==> src/design/tgarle_pkg.sv <==
// Shared types, constants and tables for the TGA run-length decoder.
`timescale 1ns / 1ps

package tgarle_pkg;

    // Byte-total counter width and the width of the reported total
    localparam int COUNT_WIDTH = 24;
    localparam int TOTAL_W     = 24;
    localparam int LIMIT_W     = 24;
    localparam int CFG_W       = 24;

    // Depth of the queue between parser and converter
    localparam int QUEUE_DEPTH = 2;
    localparam int QPTR_W      = (QUEUE_DEPTH > 1) ? $clog2(QUEUE_DEPTH) : 1;
    localparam int QCNT_W      = $clog2(QUEUE_DEPTH + 1);

    // Stored pixel sizes
    localparam logic [1:0] MODE_8  = 2'd0;
    localparam logic [1:0] MODE_16 = 2'd1;
    localparam logic [1:0] MODE_24 = 2'd2;
    localparam logic [1:0] MODE_32 = 2'd3;

    // Configuration register indexes
    localparam logic [1:0] CFG_PIXEL_MODE    = 2'd0;
    localparam logic [1:0] CFG_ALPHA_PRESENT = 2'd1;
    localparam logic [1:0] CFG_OUT_LIMIT     = 2'd2;

    // Header byte fields
    localparam logic [7:0] HDR_RUN_MASK   = 8'h80;
    localparam logic [7:0] HDR_COUNT_MASK = 8'h7f;
    localparam logic [7:0] ALPHA_OPAQUE   = 8'hff;

    // floor(v * 255 / 31) for a 5-bit colour field
    localparam logic [7:0] EXPAND5 [32] = '{
        8'd0,   8'd8,   8'd16,  8'd24,  8'd32,  8'd41,  8'd49,  8'd57,
        8'd65,  8'd74,  8'd82,  8'd90,  8'd98,  8'd106, 8'd115, 8'd123,
        8'd131, 8'd139, 8'd148, 8'd156, 8'd164, 8'd172, 8'd180, 8'd189,
        8'd197, 8'd205, 8'd213, 8'd222, 8'd230, 8'd238, 8'd246, 8'd255
    };

    typedef struct packed {
        logic [7:0] data_byte;
        logic       last_byte;
    } t_in;

    typedef struct packed {
        logic               pixel_valid;
        logic [7:0]         out_b0;
        logic [7:0]         out_b1;
        logic [7:0]         out_b2;
        logic [7:0]         out_b3;
        logic [7:0]         repeat_count;
        logic               stream_end;
        logic               overflow;
        logic [TOTAL_W-1:0] total_bytes;
    } t_out;

    // Event from parser to converter: a finished pixel and/or end of stream
    typedef struct packed {
        logic        have_pixel;
        logic [31:0] pix;
        logic [7:0]  rep;
        logic        last;
    } t_evt;

endpackage

==> src/design/tgarle_front.sv <==
// Packet parser: takes stream bytes, gathers pixels and emits events.
`timescale 1ns / 1ps

module tgarle_front (
    input  logic               i_clk,
    input  logic               i_rst_n,
    input  logic [1:0]         i_pixel_mode,
    input  logic               i_in_valid,
    input  tgarle_pkg::t_in    i_in_data,
    output logic               o_in_stall,
    input  logic               i_q_full,
    output logic               o_push,
    output tgarle_pkg::t_evt   o_evt
);
    import tgarle_pkg::*;

    logic        r_expect_hdr, n_expect_hdr;
    logic        r_run, n_run;
    logic [7:0]  r_left, n_left;
    logic [1:0]  r_idx, n_idx;
    logic [31:0] r_buf, n_buf;

    logic        w_accept;
    logic [31:0] w_pix;
    logic [1:0]  w_idx_inc;
    logic        w_done;

    assign o_in_stall = i_q_full;
    assign w_accept   = i_in_valid && !i_q_full;

    // Drop the new byte into its lane of the gathered pixel
    always_comb begin
        w_pix = r_buf;
        case (r_idx)
            2'd0:    w_pix[7:0]   = i_in_data.data_byte;
            2'd1:    w_pix[15:8]  = i_in_data.data_byte;
            2'd2:    w_pix[23:16] = i_in_data.data_byte;
            default: w_pix[31:24] = i_in_data.data_byte;
        endcase
    end

    assign w_idx_inc = r_idx + 2'd1;
    assign w_done    = !r_expect_hdr &&
                       ((w_idx_inc == 2'd0) ||
                        ({1'b0, w_idx_inc} >= ({1'b0, i_pixel_mode} + 3'd1)));

    always_comb begin
        n_expect_hdr = r_expect_hdr;
        n_run        = r_run;
        n_left       = r_left;
        n_idx        = r_idx;
        n_buf        = r_buf;
        o_push       = 1'b0;
        o_evt        = '0;
        if (w_accept) begin
            if (r_expect_hdr) begin
                n_run        = (i_in_data.data_byte & HDR_RUN_MASK) != 8'd0;
                n_left       = (i_in_data.data_byte & HDR_COUNT_MASK) + 8'd1;
                n_idx        = 2'd0;
                n_buf        = '0;
                n_expect_hdr = 1'b0;
            end else if (w_done) begin
                o_push         = 1'b1;
                o_evt.have_pixel = 1'b1;
                o_evt.pix      = w_pix;
                o_evt.rep      = r_run ? r_left : 8'd1;
                n_idx          = 2'd0;
                n_buf          = '0;
                if (r_run || r_left <= 8'd1) begin
                    n_left       = 8'd0;
                    n_expect_hdr = 1'b1;
                end else begin
                    n_left = r_left - 8'd1;
                end
            end else begin
                n_idx = w_idx_inc;
                n_buf = w_pix;
            end
            // End of stream: report it and drop any unfinished packet
            if (i_in_data.last_byte) begin
                o_push       = 1'b1;
                o_evt.last   = 1'b1;
                n_expect_hdr = 1'b1;
                n_run        = 1'b0;
                n_left       = 8'd0;
                n_idx        = 2'd0;
                n_buf        = '0;
            end
        end
    end

    always_ff @(posedge i_clk) begin
        if (!i_rst_n) begin
            r_expect_hdr <= 1'b1;
            r_run        <= 1'b0;
            r_left       <= 8'd0;
            r_idx        <= 2'd0;
            r_buf        <= '0;
        end else begin
            r_expect_hdr <= n_expect_hdr;
            r_run        <= n_run;
            r_left       <= n_left;
            r_idx        <= n_idx;
            r_buf        <= n_buf;
        end
    end

endmodule

==> src/design/tgarle_fifo.sv <==
// Short event queue between the parser and the pixel converter.
`timescale 1ns / 1ps

module tgarle_fifo (
    input  logic             i_clk,
    input  logic             i_rst_n,
    input  logic             i_push,
    input  tgarle_pkg::t_evt i_evt,
    output logic             o_full,
    input  logic             i_pop,
    output logic             o_nonempty,
    output tgarle_pkg::t_evt o_evt
);
    import tgarle_pkg::*;

    t_evt              r_mem [QUEUE_DEPTH];
    logic [QPTR_W-1:0] r_wr, r_rd;
    logic [QCNT_W-1:0] r_count;

    assign o_full     = (r_count == QCNT_W'(QUEUE_DEPTH));
    assign o_nonempty = (r_count != '0);
    assign o_evt      = r_mem[r_rd];

    always_ff @(posedge i_clk) begin
        if (i_push) begin
            r_mem[r_wr] <= i_evt;
        end
    end

    always_ff @(posedge i_clk) begin
        if (!i_rst_n) begin
            r_wr    <= '0;
            r_rd    <= '0;
            r_count <= '0;
        end else begin
            if (i_push) begin
                r_wr <= (r_wr == QPTR_W'(QUEUE_DEPTH - 1)) ? '0 : r_wr + QPTR_W'(1);
            end
            if (i_pop) begin
                r_rd <= (r_rd == QPTR_W'(QUEUE_DEPTH - 1)) ? '0 : r_rd + QPTR_W'(1);
            end
            case ({i_push, i_pop})
                2'b10:   r_count <= r_count + QCNT_W'(1);
                2'b01:   r_count <= r_count - QCNT_W'(1);
                default: r_count <= r_count;
            endcase
        end
    end

`ifndef SYNTH
    a_no_overrun: assert property (@(posedge i_clk) disable iff (!i_rst_n)
        i_push && !i_pop |-> r_count != QCNT_W'(QUEUE_DEPTH))
        else $error("event queue written while full");
    a_no_underrun: assert property (@(posedge i_clk) disable iff (!i_rst_n)
        i_pop |-> r_count != '0)
        else $error("event queue read while empty");
`endif

endmodule

==> src/design/tgarle_back.sv <==
// Pixel converter: expands pixels, keeps the byte total, holds the result.
`timescale 1ns / 1ps

module tgarle_back (
    input  logic                            i_clk,
    input  logic                            i_rst_n,
    input  logic [1:0]                      i_pixel_mode,
    input  logic                            i_alpha_present,
    input  logic [tgarle_pkg::LIMIT_W-1:0]  i_out_limit,
    input  logic                            i_q_nonempty,
    input  tgarle_pkg::t_evt                i_evt,
    output logic                            o_pop,
    output logic                            o_out_valid,
    output tgarle_pkg::t_out                o_out_data,
    input  logic                            i_out_stall
);
    import tgarle_pkg::*;

    logic [COUNT_WIDTH-1:0] r_total, n_total;
    logic                   r_out_valid;
    t_out                   r_out, n_out;

    logic [9:0]             w_rep_x;
    logic [9:0]             w_add;
    logic [COUNT_WIDTH:0]   w_sum;
    logic [32:0]            w_total_x;

    assign o_pop = i_q_nonempty && (!r_out_valid || !i_out_stall);

    // Output bytes for this pixel: rep times the converted pixel size
    assign w_rep_x = {2'b00, i_evt.rep};
    always_comb begin
        unique case (i_pixel_mode)
            MODE_8:  w_add = w_rep_x;
            MODE_32: w_add = w_rep_x << 2;
            default: w_add = w_rep_x + (w_rep_x << 1);
        endcase
        if (!i_evt.have_pixel) begin
            w_add = '0;
        end
    end

    // Saturate the running total
    assign w_sum     = {1'b0, r_total} + (COUNT_WIDTH + 1)'(w_add);
    assign n_total   = w_sum[COUNT_WIDTH] ? '1 : w_sum[COUNT_WIDTH-1:0];
    assign w_total_x = 33'(n_total);

    always_comb begin
        n_out              = '0;
        n_out.pixel_valid  = i_evt.have_pixel;
        n_out.stream_end   = i_evt.last;
        n_out.overflow     = i_evt.last && (w_total_x > 33'(i_out_limit));
        n_out.total_bytes  = (w_total_x > 33'(24'hFFFFFF)) ? 24'hFFFFFF : w_total_x[23:0];
        if (i_evt.have_pixel) begin
            n_out.repeat_count = i_evt.rep;
            unique case (i_pixel_mode)
                MODE_8: begin
                    n_out.out_b0 = i_evt.pix[7:0];
                end
                MODE_16: begin
                    n_out.out_b0 = EXPAND5[i_evt.pix[14:10]];
                    n_out.out_b1 = EXPAND5[i_evt.pix[9:5]];
                    n_out.out_b2 = EXPAND5[i_evt.pix[4:0]];
                end
                default: begin
                    n_out.out_b0 = i_evt.pix[23:16];
                    n_out.out_b1 = i_evt.pix[15:8];
                    n_out.out_b2 = i_evt.pix[7:0];
                    if (i_pixel_mode == MODE_32) begin
                        n_out.out_b3 = i_alpha_present ? i_evt.pix[31:24] : ALPHA_OPAQUE;
                    end
                end
            endcase
        end
    end

    always_ff @(posedge i_clk) begin
        if (o_pop) begin
            r_out <= n_out;
        end
    end

    always_ff @(posedge i_clk) begin
        if (!i_rst_n) begin
            r_out_valid <= 1'b0;
            r_total     <= '0;
        end else begin
            if (o_pop) begin
                r_out_valid <= 1'b1;
                r_total     <= i_evt.last ? '0 : n_total;
            end else if (!i_out_stall) begin
                r_out_valid <= 1'b0;
            end
        end
    end

    assign o_out_valid = r_out_valid;
    assign o_out_data  = r_out;

`ifndef SYNTH
    a_empty_only_at_end: assert property (@(posedge i_clk) disable iff (!i_rst_n)
        r_out_valid && !r_out.pixel_valid |-> r_out.stream_end)
        else $error("pixel-less result outside stream end");
    a_overflow_at_end: assert property (@(posedge i_clk) disable iff (!i_rst_n)
        r_out_valid && r_out.overflow |-> r_out.stream_end)
        else $error("overflow flagged before stream end");
    a_total_cleared: assert property (@(posedge i_clk) disable iff (!i_rst_n)
        o_pop && i_evt.last |=> r_total == '0)
        else $error("byte total not cleared after stream end");
`endif

endmodule

==> src/design/tga_rle_decoder.sv <==
// Top level of the TGA run-length decoder: config registers and the three parts.
`timescale 1ns / 1ps
//
// Usage
//   Input channel: one compressed stream word (data_byte, last_byte) per
//   accepted handshake, i_in_valid high and o_in_stall low at a rising edge.
//   Output channel: one result word per decoded pixel, or per last_byte
//   word ending no pixel; taken when o_out_valid is high and i_out_stall low.
//   Config port: write pixel_mode, alpha_present and out_limit through
//   i_cfg_we/i_cfg_index/i_cfg_data, only while no word is in flight.
//   A word that completes a result passes from the parser into the event
//   queue, then through the converter into the output register.
//   Throughput: one word per cycle while the event queue is not full;
//   a header or partial-pixel word yields no result.
//   Stall: when the receiver stalls, the output register holds its word and
//   the two-entry event queue fills; o_in_stall rises once the queue is full.
//   Reset: synchronous, active low; clears the parser (awaiting a header),
//   the queue, the byte total and restores the config registers to
//   24-bit mode, no alpha, limit 0xFFFFFF. No clearing pass is needed.
//
module tga_rle_decoder (
    input  logic                           i_clk,
    input  logic                           i_rst_n,
    input  logic                           i_in_valid,
    input  tgarle_pkg::t_in                i_in_data,
    output logic                           o_in_stall,
    output logic                           o_out_valid,
    output tgarle_pkg::t_out               o_out_data,
    input  logic                           i_out_stall,
    input  logic                           i_cfg_we,
    input  logic [1:0]                     i_cfg_index,
    input  logic [tgarle_pkg::CFG_W-1:0]   i_cfg_data
);
    import tgarle_pkg::*;

    // Configuration registers
    logic [1:0]         r_pixel_mode;
    logic               r_alpha_present;
    logic [LIMIT_W-1:0] r_out_limit;

    // Parser to queue
    logic w_push;
    t_evt w_push_evt;
    logic w_q_full;

    // Queue to converter
    logic w_pop;
    logic w_q_nonempty;
    t_evt w_pop_evt;

    // Latch register writes; an index beyond the list writes nothing
    always_ff @(posedge i_clk) begin
        if (!i_rst_n) begin
            r_pixel_mode    <= MODE_24;
            r_alpha_present <= 1'b0;
            r_out_limit     <= '1;
        end else if (i_cfg_we) begin
            unique case (i_cfg_index)
                CFG_PIXEL_MODE:    r_pixel_mode    <= i_cfg_data[1:0];
                CFG_ALPHA_PRESENT: r_alpha_present <= i_cfg_data[0];
                CFG_OUT_LIMIT:     r_out_limit     <= i_cfg_data[LIMIT_W-1:0];
                default: ;
            endcase
        end
    end

    // Front: classify header and pixel words, gather pixel bytes
    tgarle_front u_front (
        .i_clk        (i_clk),
        .i_rst_n      (i_rst_n),
        .i_pixel_mode (r_pixel_mode),
        .i_in_valid   (i_in_valid),
        .i_in_data    (i_in_data),
        .o_in_stall   (o_in_stall),
        .i_q_full     (w_q_full),
        .o_push       (w_push),
        .o_evt        (w_push_evt)
    );

    // Decouple parser and converter so each side stalls on its own
    tgarle_fifo u_fifo (
        .i_clk      (i_clk),
        .i_rst_n    (i_rst_n),
        .i_push     (w_push),
        .i_evt      (w_push_evt),
        .o_full     (w_q_full),
        .i_pop      (w_pop),
        .o_nonempty (w_q_nonempty),
        .o_evt      (w_pop_evt)
    );

    // Back: convert pixels, advance the byte total, hold the result word
    tgarle_back u_back (
        .i_clk           (i_clk),
        .i_rst_n         (i_rst_n),
        .i_pixel_mode    (r_pixel_mode),
        .i_alpha_present (r_alpha_present),
        .i_out_limit     (r_out_limit),
        .i_q_nonempty    (w_q_nonempty),
        .i_evt           (w_pop_evt),
        .o_pop           (w_pop),
        .o_out_valid     (o_out_valid),
        .o_out_data      (o_out_data),
        .i_out_stall     (i_out_stall)
    );

endmodule

==> config.mk <==
export PLATFORM = sky130hd
export DESIGN_NAME = tga_rle_decoder
export DESIGN_NICKNAME = d
export VERILOG_FILES = /design/src/design/tgarle_pkg.sv /design/src/design/tgarle_front.sv /design/src/design/tgarle_fifo.sv /design/src/design/tgarle_back.sv /design/src/design/tga_rle_decoder.sv
export SDC_FILE = /design/constraint.sdc
export NUM_CORES = 1
export LEC_CHECK = 0
export BUFFER_PORTS_ARGS = -buffer_cell sky130_fd_sc_hd__buf_2
export CAP_MARGIN = 5
export CORE_ASPECT_RATIO = 0.7
export CORE_MARGIN = 2
export CORE_UTILIZATION = 45
export DETAILED_ROUTE_END_ITERATION = 7
export GPL_TIMING_DRIVEN = 1
export PLACE_DENSITY = 0.65
export SETUP_SLACK_MARGIN = 0.1
export SKIP_LAST_GASP = 1
export SLEW_MARGIN = 0
export SYNTH_ARGS = -nofsm -noshare
export SYNTH_HDL_FRONTEND = slang
export SYNTH_HIERARCHICAL = 1
export SYNTH_SLANG_ARGS = --single-unit
==> constraint.sdc <==
create_clock -name i_clk -period 6.98 [get_ports i_clk]
set_input_delay 0 -clock i_clk [delete_from_list [all_inputs] [get_ports i_clk]]
set_output_delay 0 -clock i_clk [all_outputs]
set_load 0.01 [all_outputs]
==> results of run 1 <==
==> critical path: stages, from the launching register on <==
cell      delay [ns]
dfxtp_2         0.46
buf_4           0.46
mux2_2          0.44
ha_1            0.34
o21ai_0         0.11
a21boi_0        0.27
o21ai_0         0.18
nor3b_1         0.17
o311a_1         0.33
ha_1            0.38
nand3_1         0.14
nor2_1          0.25
a221o_1         0.37
nand3_4         0.39
o21ai_0         0.32
ha_1            0.33
a211oi_1        0.21
o21bai_1        0.11
a211oi_1        0.22
o21ai_0         0.14
nand2_1         0.09
a31oi_1         0.09
==> through the flow <==
step	power [mW]	instance area (µm²)	hold slack (ns)	worst slack (ns)	instances
6_report	5.06	15400	0.0256	0.892	1766
3_3_place_gp	3.49	13900	0.254	1.20	1662
4_1_cts	5.08	15400	0.000533	0.976	1766
5_1_grt	5.32	15400	0.0342	0.488	1766
2_1_floorplan	3.03	13200	0.118	1.80	1247
3_5_place_dp	3.51	13900	0.264	1.02	1662
==> power groups by stage <==
stage	Combinational [mW]	Sequential, mW	Clock, mW
floorplan	0.895	2.13	0
global placement	1.45	2.04	0
detailed placement	1.46	2.05	0
CTS	1.49	2.02	1.57
global route	1.64	2.05	1.63
finish	1.50	2.02	1.54
==> routing by layer <==
layer | part of all wire | GRT usage | wire length [µm]
met5 | 0 | 0 | 0
met4 | 0.017 | 0.0486 | 582
met3 | 0.083 | 0.0476 | 2760
met2 | 0.39 | 0.286 | 12900
met1 | 0.51 | 0.353 | 17100
==> logic make-up after synthesis <==
family | Yosys count
AND/OR/NAND/NOR | 358
AO/OA/AOI/OAI | 311
flip-flops | 252
buffers and inverters | 169
multiplexers | 79
adder cells (fa/ha/maj) | 59
XOR/XNOR | 19
==> area by class of cell <==
class	instances	area, µm²	area share
inverter	89	335	0.0218
clock buffer	38	801	0.0520
sequential	252	6560	0.426
tap	378	473	0.0307
multi-input combinational	826	5920	0.384
clock inverter	13	170	0.0111
timing repair buffer	170	1140	0.0740
==> sequential cells by signal, indices dropped and copies added (netlist names), named ones only <==
register              count
u_front/r_left            8
u_front/r_idx             2
u_fifo/r_rd               1
u_fifo/r_mem             84
u_back/o_out_valid        1
u_front/r_expect_hdr      1
u_back/r_total           24
r_pixel_mode              2
u_front/r_run             1
u_back/o_out_data        67
u_fifo/r_wr               1
u_front/r_buf            32
r_out_limit              24
u_fifo/r_count            2
r_alpha_present           1
==> repair_timing <==
action,CTS,global route
endpoints found under the hold margin,60,0
gates resized for setup,0,0
hold buffers,53,0
setup buffers,0,0
==> placed cells by master (no fill, tap or decap), types with 5 or more instances in the layout <==
master,Yosys,layout
clkbuf_1,42,6
a22oi_1,22,22
nor3_1,14,13
xnor2_1,10,10
a211oi_1,14,14
nand2b_1,9,9
a21oi_1,65,65
mux2_2,42,42
buf_4,11,9
a31oi_1,10,10
dlygate4sd3_1,0,53
o21bai_1,5,5
dfxtp_1,101,100
clkbuf_16,0,30
buf_2,16,108
o211ai_1,13,13
xor2_1,9,9
o311ai_0,5,5
nand4_1,12,12
nand4b_1,23,23
nand2_1,107,107
clkinv_2,0,7
or3_1,8,8
o21a_1,16,16
nor2_1,104,103
and2_1,10,9
ha_1,57,57
nand2_4,5,5
mux2i_1,37,37
inv_1,87,87
edfxtp_1,151,151
and3_1,11,11
o211ai_2,20,20
o21ai_0,38,38
o22ai_1,36,36
nor2b_1,12,12
nand3_1,16,16
a22o_1,11,11
==> worst max-delay path by stage <==
stage	startpoint	endpoint	slack, ns	depth (start not counted)
final	register	u_back/o_out_data[24]	0.89	21
after global routing	register	u_back/o_out_data[24]	0.49	21
after CTS	register	u_back/o_out_data[24]	0.98	21
after detailed placement	register	u_back/o_out_data[24]	1.02	21
after global placement	register	u_back/o_out_data[24]	1.20	21
after floorplan	register	u_back/o_out_data[24]	1.80	27
==> results by group, run 1 <==
Outcome
  • Status: completed

Floorplanning
  • Overall die width: 209 µm
  • Initial Utilization: 0.458
  • Std cell rows: 52
  • Core area: 0.0289 mm²
  • I/O pins: 109
  • Die Area: 0.0308 mm²
  • Die height: 147 µm

Placement
  • HPWL after detailed placement: 23000 µm
  • Port Buffer Count: 108
  • GPL Wtd Cong: 0.882

STA
  • Slew @ Worst Pin: 1.06 ns
  • Final setup viols: 0
  • FMAX: 164 MHz
  • Normalized max-slew margin: 0.288
  • Final period util: 0.872
  • Fin Setup TNS: 0 ns
  • Clk_skew: 0.0141 ns
  • Post-layout minimum cycle time: 6.09 ns
  • Max-slew violation count: 0
  • RSZ-0062 raised after global routing: no
  • Final Hold Fails: 0

Global routing
  • First-pass GRT wire length: 53200 µm
  • Largest net degree at the start of global routing: 77
  • Vias in the first global route: 9446
  • Remaining Overflow, GRT: 0
  • Initial antenna violation count: 0
  • GRT Overall Usage: 0.217

Yosys
  • Largest family of logic cells by synthesized area: compound AO/OA/AOI/OAI gates
  • Most common flop cell mapped by yosys: edfxtp_1
  • Most common cell in the synthesized netlist: edfxtp_1
  • Xor and xnor area share after synthesis: 0.0126
  • Net count after synthesis: 1346
  • Synth warnings: 6
  • Post-synthesis adder-cell area fraction: 0.0569
  • Yosys reg bits: 252
  • Number of synthesized flops with an enable pin: 151
  • Dominant cell type by area after synthesis: edfxtp_1
  • Top cells by area, synth: edfxtp_1 34%, dfxtp_1 15%, ha_1 5.4%
  • FFs w/ async S/R, synth: 0
  • Synth Area in Compound Gates: 0.172
  • Register area share after synthesis: 0.496
  • Post-Syn Instances: 1247
  • Synth Area in Simple Gates: 0.142
  • Post-synth top area share: 0.343
  • Most frequent cells after synthesis: 151 x edfxtp_1, 107 x nand2_1, 104 x nor2_1, 101 x dfxtp_1, 87 x inv_1
  • Mux cell area share after synthesis: 0.0638
  • Netlist Area Pre-Place: 0.0132 mm²
  • Syn Area/Cell: 10.6 µm²
  • Synth unique cells: 92

Critical path
  • Reg-to-Reg End: u_back/o_out_data[24]
  • Critical path data arrival time: 6.37 ns
  • Startpoint types: register
  • Path depth of the worst reg2reg path: 21
  • CP endpoint kind: register
  • R2R Setup Slk: 0.89 ns
  • Kind of critical path: register to register
  • Critical path fanouts, max: 37
  • Critical Path RT: 7.26 ns

Run
  • Max-cap violations: 0

Routing
  • WL/cell: 18.9 µm
  • Via count: 10000
  • Drc violations: 0
  • Detailed-route vias per instance: 5.66
  • WL final: 33400 µm
  • DRT antenna net count: 0
  • DRT iter0 DRCs: 882
  • Drt pass-1 iters: 5

Final layout
  • Syn-to-layout area delta: 16.4%
  • Ratio of cells with drive above 1 in the final layout: 0.187
  • Core Util, Final: 0.533
  • # diodes: 0
  • # fillers: 2522
  • Nets: 1466

Power and ir drop
  • Part of the power in registers: 0.399
  • Combinational share of power: 0.296
  • Internal: 3.41 mW
  • Pwr dens: 329 mW/mm²
  • Leak Pwr: 6.33 nW
  • NetSw: 1.65 mW
  • Switching share of power: 0.326
  • Worst VDD drop: 160 µV
  • Clock network fraction of design power: 0.304

CTS
  • Clk slew on worst S/H paths: 0.06 ns
  • Clk buf depth: 3
  • # H-tree levels: 1
  • Clock Latency Late Sink: 0.54 ns
  • CTS sink count: 252
  • CTS tree: yes
  • Clock root cell: clkbuf_16
  • Cts bufs inserted: 28

Hold path
  • Hold Path Stages: 4
  • Min-delay worst type: input port to register
  • Hold_sp: i_in_data[1]
  • Hold Crit Endpoint: u_front/r_left[0]
Power figures use the tool's default switching activity.
==> run 2: changes to the inputs <==
ABC_AREA = 1   (was unset)
PLACE_DENSITY = unset   (was 0.65)
PLACE_DENSITY_LB_ADDON = 0.08   (was unset)
SKIP_CTS_REPAIR_TIMING = 1   (was unset)
==> run 2 against run 1 <==
The flow now finishes with violations (negative hold slack). Count of clock-buffer cells in the layout decreased by 8. Via count rose by 13%. Die area rose by 3.3%.
==> results by group, run 2 <==
Outcome
  • Status: finished, violations left
  • Failing checks: negative hold slack

Power and ir drop
  • NetSw: 1.93 mW
  • Part of the power in registers: 0.388
  • Internal: 3.37 mW
  • Leak Pwr: 6.97 nW
  • Switching share of power: 0.364
  • Clock network fraction of design power: 0.252
  • Pwr dens: 337 mW/mm²
  • Worst VDD drop: 167 µV
  • Combinational share of power: 0.360

Final layout
  • Nets: 1820
  • Final Cell Area: 0.0157 mm²
  • Ratio of cells with drive above 1 in the final layout: 0.140
  • Biggest register: u_fifo/r_mem
  • Syn-to-layout area delta: 14.8%
  • # diodes: 0
  • Max FFs per register: 84
  • # fillers: 2909
  • Most frequent cells in the layout: 411 x nand2_1, 163 x inv_1, 151 x edfxtp_1, 120 x a21oi_1, 113 x nor2_1
  • Commonest non-fill, non-tap cell in the layout: nand2_1

Floorplanning
  • Overall die width: 212 µm
  • I/O pins: 109
  • Std cell rows: 53
  • Initial Utilization: 0.456
  • Core area: 0.0300 mm²
  • Die height: 150 µm
  • Die Area: 0.0318 mm²

Yosys
  • Most common flop cell mapped by yosys: edfxtp_1
  • Yosys reg bits: 252
  • Post-synth top area share: 0.332
  • Most frequent cells after synthesis: 411 x nand2_1, 164 x inv_1, 151 x edfxtp_1, 120 x a21oi_1, 115 x nor2_1
  • Synth unique cells: 46
  • Netlist Area Pre-Place: 0.0137 mm²
  • Top cells by area, synth: edfxtp_1 33%, dfxtp_1 15%, nand2_1 11%
  • Syn Area/Cell: 8.61 µm²
  • Net count after synthesis: 1686
  • Register area share after synthesis: 0.480
  • Synth warnings: 6
  • Post-Syn Instances: 1587
  • Dominant cell type by area after synthesis: edfxtp_1
  • Number of synthesized flops with an enable pin: 151
  • FFs w/ async S/R, synth: 0
  • Most common cell in the synthesized netlist: nand2_1

Placement
  • Pre-CTS WS: 1.73 ns
  • DP Area: 0.0143 mm²
  • Port Buffer Count: 108
  • GPL Wtd Cong: 0.945
  • HPWL after detailed placement: 26600 µm

STA
  • Fin Setup TNS: 0 ns
  • Final setup viols: 0
  • Final Hold Slack: -0.0601 ns
  • Clk_skew: 0.0260 ns
  • Post-layout minimum cycle time: 5.30 ns
  • Normalized max-slew margin: 0.234
  • Slew @ Worst Pin: 1.15 ns
  • Fin worst setup slack: 1.68 ns
  • Final Hold Fails: 4
  • Max-slew violation count: 0
  • RSZ-0062 raised after global routing: no
  • Final period util: 0.759
  • FMAX: 189 MHz

Critical path
  • CP delay by family, top: simple AND/OR/NAND/NOR gates
  • Bufs and invs on worst path: 4
  • Slowest stage cell, crit path: nand3_2
  • Kind of critical path: register to register
  • Cell mode on critical path: nand2_1
  • Critical path fanouts, max: 30
  • Crit-path max cell delay: 0.56 ns
  • Critical Path RT: 7.30 ns
  • CP endpoint kind: register
  • Startpoint types: register
  • Critical path data arrival time: 5.62 ns

Routing
  • Detailed-route vias per instance: 5.24
  • Drt pass-1 iters: 5
  • DRT iter0 DRCs: 1186
  • WL/cell: 17.2 µm
  • WL final: 37000 µm
  • DRT antenna net count: 0
  • Via count: 11300
  • Drc violations: 0

Global routing
  • Largest net degree at the start of global routing: 71
  • Initial antenna violation count: 0
  • First-pass GRT wire length: 56100 µm
  • GRT Overall Usage: 0.230
  • Remaining Overflow, GRT: 0
  • Vias in the first global route: 9646

CTS
  • Clock root cell: clkbuf_16
  • CTS tree: yes
  • Clock Latency Late Sink: 0.56 ns
  • Clk buf depth: 3
  • # H-tree levels: 1
  • Clk slew on worst S/H paths: 0.07 ns
  • Cts bufs inserted: 25
  • CTS sink count: 252

Hold path
  • Min-delay worst type: input port to register

Run
  • Max-cap violations: 0
==> run 2: cell count changes after synthesis, sizes merged, moves of 24 or more <==
cell / change
a21oi: +55
clkbuf: -24
inv: +83
mux2i: -37
nand2: +304
nand3: +106
nand4: +24
nor3: +32
o211ai: -28
o21ai: +29
o22ai: -28
==> run 2: layout make-up <==
class,instances,area (µm²),area share
repair buffers,173,1170,0.0746
clock inverters,15,136,0.00869
inverters,174,653,0.0416
well taps,412,515,0.0328
flip-flops and latches,252,6560,0.418
clock buffers,30,664,0.0423
multi-input cells,1095,6000,0.382
==> run 2: final timing paths <==
kind	start	to	slack (ns)	depth (start not counted)
worst max-delay path	register	u_back/o_out_data[24]	1.68	32
worst min-delay path	i_in_data[2]	u_front/r_left[1]	-0.06	6
worst min register to register	u_front/r_buf[26]	u_front/r_buf[26]	0.46	2
worst max register to register	register	u_back/o_out_data[24]	1.68	32
==> run 2: layer usage <==
metal  share of wire  wire (µm)  GRT usage
met1            0.55      20200      0.406
met2            0.35      13000      0.271
met3           0.086       3180     0.0489
met4           0.015        543     0.0395
met5               0          0          0
==> run 2: kinds of logic (layout without fill, tap and decap cells) <==
family,Yosys count,in the layout,share of synthesized area
AOI/OAI and AO/OA,220,220,0.0852
xor gates and xnor gates,12,12,0.00769
adders and majority gates,59,59,0.0551
buffers and inverters,240,392,0.0823
DFF,252,252,0.480
muxes,42,42,0.0456
and+or+nand+nor,762,762,0.244
==> run 2: worst register-to-register path, delay by kind of cell, from the launching register on <==
family | cells | cell delay (ns)
AND/OR/NAND/NOR | 19 | 2.62
adder cells (fa/ha/maj) | 4 | 0.91
flip-flops | 1 | 0.54
AO/OA/AOI/OAI | 4 | 0.42
multiplexers | 1 | 0.36
buffers and inverters | 4 | 0.23
==> run 2: metrics by stage <==
step                utilization  total power, mW  std cells
floorplan                     -             3.44       1587
global placement          0.478             3.95       2049
detailed placement        0.478             3.96       2049
CTS                       0.505             5.31       2094
global route              0.524             5.63       2151
finish                    0.524             5.30       2151
==> run 2: power by group through the flow <==
stage          Sequential [mW]  Combinational, mW  Clock (mW)
3_3_place_gp              2.08               1.87           0
6_report                  2.05               1.91        1.33
5_1_grt                   2.08               2.12        1.42
4_1_cts                   2.06               1.88        1.37
2_1_floorplan             2.18               1.26           0
3_5_place_dp              2.09               1.88           0
==> run 3: changes to the inputs <==
ABC_AREA = 0   (was 1)
clock period = 4.4 ns   (was 6.98 ns; I/O delays follow)
==> run 3 against run 2 <==
The run ends with negative hold slack, negative setup slack left. Sequential share of layout area decreased by 2.2 points. Count of clock-buffer cells in the layout increased by 10. Critical path depth decreased by 9. Worst setup slack got worse by 2.2 ns. Core utilization increased by 5.0 points. Flip-flop and latch count unchanged. Die area decreased by 3.2%. Cell count decreased by 13%. Via count decreased by 6.8%. Hold slack improved by 0.020 ns. Wire length decreased by 2.0%. Sequential power increased by 56%.
==> results by group, run 3 (synthesis gave the netlist of run 1 again) <==
Critical path
  • Crit-path max cell delay: 0.38 ns
  • Critical path fanouts, max: 7
  • CP delay by family, top: compound AO/OA/AOI/OAI gates
  • Bufs and invs on worst path: 1
  • Cell Chain, Critical Path: mux2_4 > ha_4 > inv_2 > fa_2 > nor2b_2 > o21ai_2 > a21boi_2 > o21ai_2 > nor3b_1 > o311a_1 > ha_4 > a21o_1 > a21oi_4 > a31oi_2 > o211a_1 > nor2_1 > a31oi_2 > ha_1 > nand4_1 > nor4_4 > o21a_1 > nor2_1 > a31oi_1
  • Startpoint types: register
  • Slowest stage cell, crit path: dfxtp_4
  • Kind of critical path: register to register
  • Critical path data arrival time: 5.33 ns
  • CP endpoint kind: register
  • R2R Setup Slk: -0.53 ns
  • Critical Path RT: 4.80 ns

STA
  • Normalized max-slew margin: 0.328
  • FMAX: 203 MHz
  • Max-slew violation count: 0
  • Final period util: 1.12
  • Final Hold Fails: 4
  • Clk_skew: 0.0255 ns
  • Fin worst setup slack: -0.533 ns
  • Final setup viols: 1
  • Final Hold Slack: -0.0406 ns
  • Post-layout minimum cycle time: 4.93 ns
  • Fin Setup TNS: -0.533 ns
  • RSZ-0062 raised after global routing: yes
  • Slew @ Worst Pin: 1.01 ns

Run
  • Max-cap violations: 0

Placement
  • Port Buffer Count: 108
  • HPWL after detailed placement: 25700 µm
  • GPL Wtd Cong: 0.946
  • DP Area: 0.0148 mm²

Floorplanning
  • Overall die width: 209 µm
  • Die Area: 0.0308 mm²
  • I/O pins: 109
  • Initial Utilization: 0.458
  • Die height: 147 µm
  • Std cell rows: 52
  • Core area: 0.0289 mm²

Routing
  • DRT iter0 DRCs: 907
  • Drt pass-1 iters: 5
  • Via count: 10500
  • DRT antenna net count: 0
  • WL/cell: 19.4 µm
  • WL final: 36200 µm
  • Drc violations: 0
  • Detailed-route vias per instance: 5.62

Global routing
  • Largest net degree at the start of global routing: 81
  • GRT Overall Usage: 0.223
  • Remaining Overflow, GRT: 0
  • First-pass GRT wire length: 53400 µm
  • Initial antenna violation count: 0
  • Vias in the first global route: 8940

CTS
  • Clk buf depth: 3
  • # H-tree levels: 1
  • CTS tree: yes
  • CTS sink count: 252
  • Clk slew on worst S/H paths: 0.06 ns
  • Cts bufs inserted: 26
  • Clock Latency Late Sink: 0.55 ns
  • Clock root cell: clkbuf_16

Final layout
  • Nets: 1567
  • Final Cell Area: 0.0166 mm²
  • Commonest non-fill, non-tap cell in the layout: edfxtp_1
  • Biggest register: u_fifo/r_mem
  • Ratio of cells with drive above 1 in the final layout: 0.286
  • Max FFs per register: 84
  • Most frequent cells in the layout: 151 x edfxtp_1, 116 x buf_4, 108 x buf_2, 103 x nand2_1
  • Core Util, Final: 0.574
  • Syn-to-layout area delta: 25.3%
  • # diodes: 0

Outcome
  • Failing checks: negative hold slack, negative setup slack
  • Status: finished, violations left

Power and ir drop
  • Power Total: 8.36 mW
  • Leak Pwr: 6.91 nW
  • Worst VDD drop: 284 µV
  • Pwr dens: 505 mW/mm²

Hold path
  • Min-delay worst type: input port to register
## run 3: cell types whose count changed in the layout (fill, tap and decap cells not counted), sizes merged, moves of 29 or more
cell and change:
buf +119, a21oi -55, inv -85, nor3 -32, nand2 -304, mux2i +37
o21ai -29, nand3 -106
## run 3: power breakdown
part / switching (mW) / internal (mW)
Clock: 0.920 / 1.28
Sequential: 0.145 / 3.05
Combinational: 1.73 / 1.24
Total: 2.80 / 5.57
## run 3: worst paths after layout
check,depth (start not counted),startpoint,to
worst max-delay path,23,register,u_back/o_out_data[24]
worst min-delay path,4,i_in_valid,u_front/r_idx[1]
worst max register to register,23,register,u_back/o_out_data[24]
worst min register to register,2,u_front/r_buf[12],u_front/r_buf[12]
## run 3: area by class of cell
| cell class | instances | area, µm² |
|---|---|---|
| Fill cell | 2549 | 12300 |
| Sequential cell | 252 | 6560 |
| Multi-Input combinational cell | 827 | 6400 |
| Timing Repair Buffer | 272 | 1960 |
| Clock buffer | 40 | 739 |
| Tap cell | 378 | 473 |
| Inverter | 89 | 335 |
| Clock inverter | 8 | 104 |
## run 3: through the flow
stage | std cells | worst slack [ns] | hold WS (ns)
6_report | 1866 | -0.533 | -0.0406
5_1_grt | 1866 | -0.705 | 0.00363
4_1_cts | 1813 | -0.664 | -0.324
3_5_place_dp | 1765 | -0.654 | 0.255
3_3_place_gp | 1765 | -0.474 | 0.249
2_1_floorplan | 1247 | -0.318 | 0.118
## run 3: metal layers
layer	vias to the layer above	part of all wire	GRT usage
li1	5043	-	-
met1	5075	0.56	0.398
met2	334	0.36	0.263
met3	43	0.067	0.0427
met4	0	0.015	0.0400
met5	-	0	0
## run 3: worst min-delay path: stages
cell and delay [ns]:
buf_2 0.10, nor2b_1 0.21, nand2_1 0.10, a21oi_1 0.05
